==> config.mk <==
export PLATFORM = sky130hd
export DESIGN_NAME = sorted_priority_queue_core
export DESIGN_NICKNAME = d
export VERILOG_FILES = /design/src/sv/spq_pkg.sv /design/src/sv/spq_cell.sv /design/src/sv/sorted_priority_queue_core.sv
export SDC_FILE = /design/constraint.sdc
export NUM_CORES = 1
export LEC_CHECK = 0
export BUFFER_PORTS_ARGS = -buffer_cell sky130_fd_sc_hd__buf_2
export CORE_UTILIZATION = 55
export DETAILED_ROUTE_END_ITERATION = 10
export GPL_TIMING_DRIVEN = 1
export HOLD_SLACK_MARGIN = 0.08
export PLACE_DENSITY = 0.75
export SLEW_MARGIN = 5
export SYNTH_ARGS = -nofsm -noshare
export SYNTH_HDL_FRONTEND = slang
export SYNTH_SLANG_ARGS = --single-unit
==> constraint.sdc <==
create_clock -name clock -period 2.8 [get_ports clock]
set_input_delay 0 -clock clock [delete_from_list [all_inputs] [get_ports clock]]
set_output_delay 0 -clock clock [all_outputs]
set_load 0.05 [all_outputs]
==> src/sv/spq_pkg.sv <==
package spq_pkg;

   localparam int CAPACITY = 16;
   localparam int COUNT_W  = $clog2(CAPACITY + 1);
   localparam int VALUE_W  = 8;
   localparam int KIND_W   = 2;

   localparam logic OP_INSERT = 1'b0;
   localparam logic OP_REMOVE = 1'b1;

   typedef struct packed {
      logic [VALUE_W-1:0] value;
      logic [KIND_W-1:0]  kind;
   } entry_type;

   // shift control broadcast to every cell
   typedef struct packed {
      logic ins_en;
      logic pop_en;
   } shift_ctrl_type;

endpackage

==> src/sv/spq_cell.sv <==
module spq_cell (
   input  logic                    clock,
   input  spq_pkg::shift_ctrl_type ctrl,
   input  spq_pkg::entry_type      new_entry,
   input  logic                    occupied,
   input  logic                    left_keep,
   input  spq_pkg::entry_type      left_entry,
   input  spq_pkg::entry_type      right_entry,
   output logic                    keep,
   output spq_pkg::entry_type      entry
);

   spq_pkg::entry_type entry_ff;
   spq_pkg::entry_type entry_in;

   // stays put when it is occupied and its key beats the new one
   assign keep = occupied && (entry_ff.value > new_entry.value);

   always_comb begin
      entry_in = entry_ff;
      if (ctrl.ins_en) begin
         if (keep) begin
            entry_in = entry_ff;
         end else if (left_keep) begin
            entry_in = new_entry;
         end else begin
            entry_in = left_entry;
         end
      end else if (ctrl.pop_en) begin
         entry_in = right_entry;
      end
   end

   always_ff @(posedge clock) begin
      entry_ff <= entry_in;
   end

   assign entry = entry_ff;

endmodule

==> src/sv/sorted_priority_queue_core.sv <==
// channel   | ports                                    | handshake
// ----------+------------------------------------------+--------------------------------
// request   | req_op, req_card_value, req_card_kind    | taken when start & !busy
// response  | rsp_taken_*, rsp_insert_rejected,        | rsp_valid high for one cycle,
//           | rsp_entry_count                          | no backpressure
//
// one word per cycle: every cell compares its key with the new key at once,
// so an insert or a remove finishes in the cycle it is taken and busy stays low.
// the response is registered and appears in the cycle after the request is taken.
// reset clears the entry count and the response strobe; cell contents stay as is.
// the receiver cannot stall, so nothing is held back on the response side.
module sorted_priority_queue_core (
   input  logic                        clock,
   input  logic                        reset,
   input  logic                        start,
   output logic                        busy,
   input  logic                        req_op,
   input  logic [spq_pkg::VALUE_W-1:0] req_card_value,
   input  logic [spq_pkg::KIND_W-1:0]  req_card_kind,
   output logic                        rsp_valid,
   output logic                        rsp_taken_valid,
   output logic [spq_pkg::VALUE_W-1:0] rsp_taken_value,
   output logic [spq_pkg::KIND_W-1:0]  rsp_taken_kind,
   output logic                        rsp_insert_rejected,
   output logic [spq_pkg::COUNT_W-1:0] rsp_entry_count
);

   logic                        accept;
   logic                        is_full;
   logic                        is_empty;
   spq_pkg::shift_ctrl_type     ctrl;
   spq_pkg::entry_type          new_entry;

   logic [spq_pkg::COUNT_W-1:0] count_ff, count_in;
   logic                        rsp_valid_ff;
   logic                        taken_valid_ff, taken_valid_in;
   spq_pkg::entry_type          taken_ff, taken_in;
   logic                        rejected_ff, rejected_in;

   // per-cell links: keep flags and entries of the chain
   logic [spq_pkg::CAPACITY-1:0] keep_vec;
   spq_pkg::entry_type           cell_entry [spq_pkg::CAPACITY];

   assign busy      = 1'b0;
   assign accept    = start && !busy;
   assign is_full   = (count_ff == spq_pkg::COUNT_W'(spq_pkg::CAPACITY));
   assign is_empty  = (count_ff == '0);
   assign new_entry = '{value: req_card_value, kind: req_card_kind};

   always_comb begin
      ctrl.ins_en    = accept && (req_op == spq_pkg::OP_INSERT) && !is_full;
      ctrl.pop_en    = accept && (req_op == spq_pkg::OP_REMOVE) && !is_empty;
      count_in       = count_ff;
      taken_valid_in = 1'b0;
      taken_in       = '0;
      rejected_in    = accept && (req_op == spq_pkg::OP_INSERT) && is_full;
      if (ctrl.ins_en) begin
         count_in = count_ff + 1'b1;
      end else if (ctrl.pop_en) begin
         count_in       = count_ff - 1'b1;
         taken_valid_in = 1'b1;
         taken_in       = cell_entry[0];   // head sits in cell zero
      end
   end

   // the chain: cell zero holds the head, larger keys toward the front
   for (genvar i = 0; i < spq_pkg::CAPACITY; i++) begin : g_cell
      logic               occ;
      logic               lkeep;
      spq_pkg::entry_type lentry;
      spq_pkg::entry_type rentry;

      assign occ = (spq_pkg::COUNT_W'(i) < count_ff);

      if (i == 0) begin : g_head
         // nothing ahead of the head: it takes the new word if it yields
         assign lkeep  = 1'b1;
         assign lentry = new_entry;
      end else begin : g_mid
         assign lkeep  = keep_vec[i-1];
         assign lentry = cell_entry[i-1];
      end

      if (i == spq_pkg::CAPACITY - 1) begin : g_tail
         // tail content after a pop lies past the count and is never read
         assign rentry = cell_entry[i];
      end else begin : g_body
         assign rentry = cell_entry[i+1];
      end

      spq_cell u_cell (
         .clock       (clock),
         .ctrl        (ctrl),
         .new_entry   (new_entry),
         .occupied    (occ),
         .left_keep   (lkeep),
         .left_entry  (lentry),
         .right_entry (rentry),
         .keep        (keep_vec[i]),
         .entry       (cell_entry[i])
      );
   end

   always_ff @(posedge clock) begin
      if (reset) begin
         count_ff     <= '0;
         rsp_valid_ff <= 1'b0;
      end else begin
         count_ff     <= count_in;
         rsp_valid_ff <= accept;
      end
   end

   // response payload, no reset needed
   always_ff @(posedge clock) begin
      taken_valid_ff <= taken_valid_in;
      taken_ff       <= taken_in;
      rejected_ff    <= rejected_in;
   end

   assign rsp_valid           = rsp_valid_ff;
   assign rsp_taken_valid     = taken_valid_ff;
   assign rsp_taken_value     = taken_ff.value;
   assign rsp_taken_kind      = taken_ff.kind;
   assign rsp_insert_rejected = rejected_ff;
   assign rsp_entry_count     = count_ff;

endmodule

==> flow_summary_export.csv <==
group,metric,value,unit
run_status,status,"finished, final reports clean",
timing,rsz0062_at_grt,"false",
timing,finalCritPeriodShare,0.9509,
floorplan,dieArea,21690,µm²
min_path,hold_depth,3,
flow_run,maxCapViolCount,0,
logic_synthesis,yosys.cell_types.count,46,
logic_synthesis,synthFlopType,"edfxtp_1",
timing,fin_skew,0.009330,ns
min_path,holdCritStartpoint,"req_op",
min_path,hold_end,"rsp_insert_rejected$_DFF_P_",
pwr,p_leak,5.082,nW
route,wl_met2,14540,µm
place,post_dp_cell_area,12300,µm²
floorplan,core_area,20430,µm²
finish,drive_above_1_share,0.1230,
critical_path,cp-startpoint,"req_card_value[7]",
global_routing,grt_overflow_total,0,
finish,utilization,0.6359,
global_routing,gr-usage-all-layers,0.3170,
finish,nNetsFinal,1353,
route,drcViolationCount,0,
route,antenna_left,0,
route,wl_met1,14210,µm
logic_synthesis,synth_enable_flop_cells,160,
logic_synthesis,synth_nets,1321,
critical_path,critPathMostFrequentCell,"o21a_1",
place,place_ws,0.1327,ns
timing,final-setup-viol-count,0,
logic_synthesis,synthArstFlopShare,0,
critical_path,path_max_fanout,16,
cts,cts_buffer_depth,2,
route,post_drt_wl_per_cell,22.20,µm
pwr,p_per_area,683.1,nW/µm²
logic_synthesis,synth-seq-area-share,0.4450,
cts,cts_buffers,17,
cts,clock_latency,0.44,ns
critical_path,crit_slowest_cell,"dlygate4sd3_1",
cts,htree_num_levels,4,
floorplan,die_height,147.3,µm
critical_path,timing.rr.end,"g_cell[9].u_cell.entry[6]$_DFFE_PP_",
floorplan,io_pins,33,
floorplan,initial_core_util,0.5682,
route,first_iter_violations,1065,
place,placed_cells,1446,
finish,final.fill_count,1584,
timing,finalHoldViolations,0,
route,top_layer,"met4",
timing,relSlewSlack,0.4899,
timing,fin_ws,0.1375,ns
global_routing,grt_pass1_vias,9708,
critical_path,crit_type,"in -> reg",
critical_path,start_kind,"primary input",
critical_path,required,2.98,ns
route,viasPerCell,6.705,
route,dr.pass1.iters,7,
critical_path,arrival,2.85,ns
critical_path,rr_worst_depth,7,
cts,cts.clk_slew.worst_paths,0.07,ns
critical_path,path_cells,"dlygate4sd3_1 > buf_2 > clkinvlp_4 > ha_1 > nand2_1 > o21a_1 > a31o_2 > o21a_1 > buf_4 > a221o_1",
critical_path,r2r_setup_slack,0.23,ns
critical_path,rr_startpoint,"rsp_entry_count[1]$_SDFFE_PP0P_",
route,num_vias,9990,
critical_path,worst_path_largest_cell_delay,0.51,ns
floorplan,die_w,147.3,µm
logic_synthesis,synth_cells,1175,
global_routing,grt_first_pass_wirelength,53140,µm
logic_synthesis,synth_area,11610,µm²
timing,slew_violations,0,
place,hpwl,23800,µm
route,wl_met3,3090,µm
floorplan,rows,52,
logic_synthesis,synth_seq_cells,178,
route,drt-total-wl,33080,µm
global_routing,antenna_found_initial,0,
finish,antenna_cells,0,
logic_synthesis,avgSynthCellArea,9.879,µm²
timing,fin_tns_setup,0,ns
timing,period_needed,2.662,ns
logic_synthesis,ys.warnings.count,0,
global_routing,grt_start_max_net_pins,66,
finish,final_cells,1490,
cts,clock_sinks,178,
critical_path,crit_path_end_kind,"register",
cts,cts_tree,"built",
finish,syn2layout_area_growth,11.92,%
pwr,ir_worst_vdd,0.3756,mV
timing,max_freq,375.6,MHz
cts,cts_root_buf,"clkbuf_16",
place,io_buffers,31,
min_path,hold_path_class,"in -> reg",
cts,post-cts-setup-buffer-count,0,
timing,worstMarginPinSlew,0.7632,ns
finish,stdcell_area,12990,µm²
place,gp_congestion,0.9245,
how the worst max path moves through the flow:
| stage | end | slack (ns) | cells after the start |
|---|---|---|---|
| 4_1_cts | g_cell[10].u_cell.entry[6]$_DFFE_PP_ | 0.04 | 8 |
| 6_report | g_cell[9].u_cell.entry[3]$_DFFE_PP_ | 0.14 | 10 |
| 3_3_place_gp | g_cell[8].u_cell.entry[2]$_DFFE_PP_ | 0.25 | 8 |
| 5_1_grt | g_cell[4].u_cell.entry[8]$_DFFE_PP_ | 0.02 | 9 |
| 2_1_floorplan | g_cell[10].u_cell.entry[0]$_DFFE_PP_ | 0.006 | 8 |
| 3_5_place_dp | g_cell[10].u_cell.entry[1]$_DFFE_PP_ | 0.13 | 7 |
final cells by class:
class / instances / area, µm² / area share
Inverter: 30 / 120.1 / 0.009246
Multi-Input combinational cell: 878 / 6006 / 0.4623
Tap cell: 270 / 337.8 / 0.02600
Clock buffer: 17 / 425.4 / 0.03275
Sequential cell: 178 / 5165 / 0.3976
Clock inverter: 15 / 131.4 / 0.01011
Timing Repair Buffer: 102 / 805.8 / 0.06202
worst max-delay path, delay by kind of cell:
family                   cells  cell delay, ns
buffers and inverters        4            1.26
AO/OA/AOI/OAI                4            0.99
AND/OR/NAND/NOR              1            0.07
adder cells (fa/ha/maj)      1            0.51
placed cells by master (no fill, tap or decap), types with 2 or more instances in the layout:
cell type / n
a211oi_1: 2
a21o_1: 5
a21oi_1: 57
a221o_1: 10
a2bb2oi_1: 14
a31oi_1: 3
and2_1: 9
and4_1: 6
buf_12: 7
buf_2: 31
buf_4: 52
clkbuf_16: 17
clkinv_4: 2
clkinvlp_4: 2
dfxtp_1: 18
dlygate4sd3_1: 12
edfxtp_1: 160
ha_1: 132
inv_1: 28
inv_4: 4
inv_6: 5
inv_8: 4
mux2_2: 10
nand2_1: 190
nand2b_1: 12
nand3_1: 131
nand4_1: 26
nor2_1: 22
nor2b_1: 6
nor3_1: 13
o2111ai_1: 10
o211ai_1: 124
o21a_1: 5
o21ai_0: 33
o221ai_1: 15
o22a_1: 2
o22ai_1: 2
o311ai_2: 9
or3_1: 11
layer usage:
| metal | GRT usage | up-vias |
|---|---|---|
| met5 | 0 | - |
| met4 | 0.1479 | 0 |
| met3 | 0.05404 | 77 |
| met2 | 0.4785 | 572 |
| met1 | 0.4442 | 4759 |
| li1 | - | 4582 |
logic make-up after synthesis:
| family | count (synthesis) | share of synthesized area |
|---|---|---|
| AND/OR/NAND/NOR | 433 | 0.1739 |
| adder cells (fa/ha/maj) | 132 | 0.1423 |
| XOR/XNOR | 2 | 0.001509 |
| multiplexers | 10 | 0.009702 |
| flip-flops | 178 | 0.4450 |
| AO/OA/AOI/OAI | 300 | 0.1821 |
| buffers and inverters | 119 | 0.04527 |
| other | 1 | 0.0003231 |
through the flow:
stage                     power, mW  hold slack [ns]
after floorplan               5.615          0.06907
after global placement        6.382           0.2413
after detailed placement      6.492           0.2488
after CTS                     8.828          0.08345
after global routing          9.300          0.09777
final                         8.874           0.1024
power breakdown:
part	leakage [nW]	switching [mW]	total, mW	internal, mW
clock network	0.282	1.17	2.35	1.18
registers	1.67	0.377	3.93	3.55
logic	3.13	1.64	2.60	0.965
state kept, by name (all words and copies together), names as in the netlist:
signal               cells
rsp_taken_valid          1
rsp_taken_kind           2
rsp_entry_count          5
rsp_taken_value          8
rsp_valid                1
rsp_insert_rejected      1
g_cell.u_cell.entry    160
Yosys cell counts (2+ instances only):
master | n | share of area
a211oi_1 | 2 | 0.0013
a21o_1 | 5 | 0.0032
a21oi_1 | 57 | 0.025
a221o_1 | 10 | 0.0086
a2bb2oi_1 | 14 | 0.011
a31oi_1 | 3 | 0.0016
and2_1 | 10 | 0.0054
and4_1 | 6 | 0.0045
buf_1 | 4 | 0.0013
buf_2 | 42 | 0.018
buf_4 | 7 | 0.0045
clkbuf_1 | 36 | 0.012
dfxtp_1 | 18 | 0.031
edfxtp_1 | 160 | 0.41
ha_1 | 132 | 0.14
inv_1 | 30 | 0.0097
mux2_2 | 10 | 0.0097
nand2_1 | 191 | 0.062
nand2b_1 | 13 | 0.0070
nand3_1 | 131 | 0.056
nand4_1 | 26 | 0.014
nor2_1 | 22 | 0.0071
nor2b_1 | 6 | 0.0032
nor3_1 | 14 | 0.0060
o2111ai_1 | 10 | 0.0075
o211ai_1 | 124 | 0.080
o21a_1 | 5 | 0.0032
o21ai_0 | 35 | 0.015
o221ai_1 | 15 | 0.011
o22a_1 | 2 | 0.0015
o22ai_1 | 2 | 0.0011
o311ai_1 | 9 | 0.0068
or3_1 | 11 | 0.0059
what timing repair did:
| item | in CTS | in global routing |
|---|---|---|
| setup endpoints to repair | 0 | 91 |
| hold endpoints to repair | 23 | 0 |
| hold buffers | 12 | 0 |
| gates resized for setup | 0 | 4 |
Power figures use the tool's default switching activity.
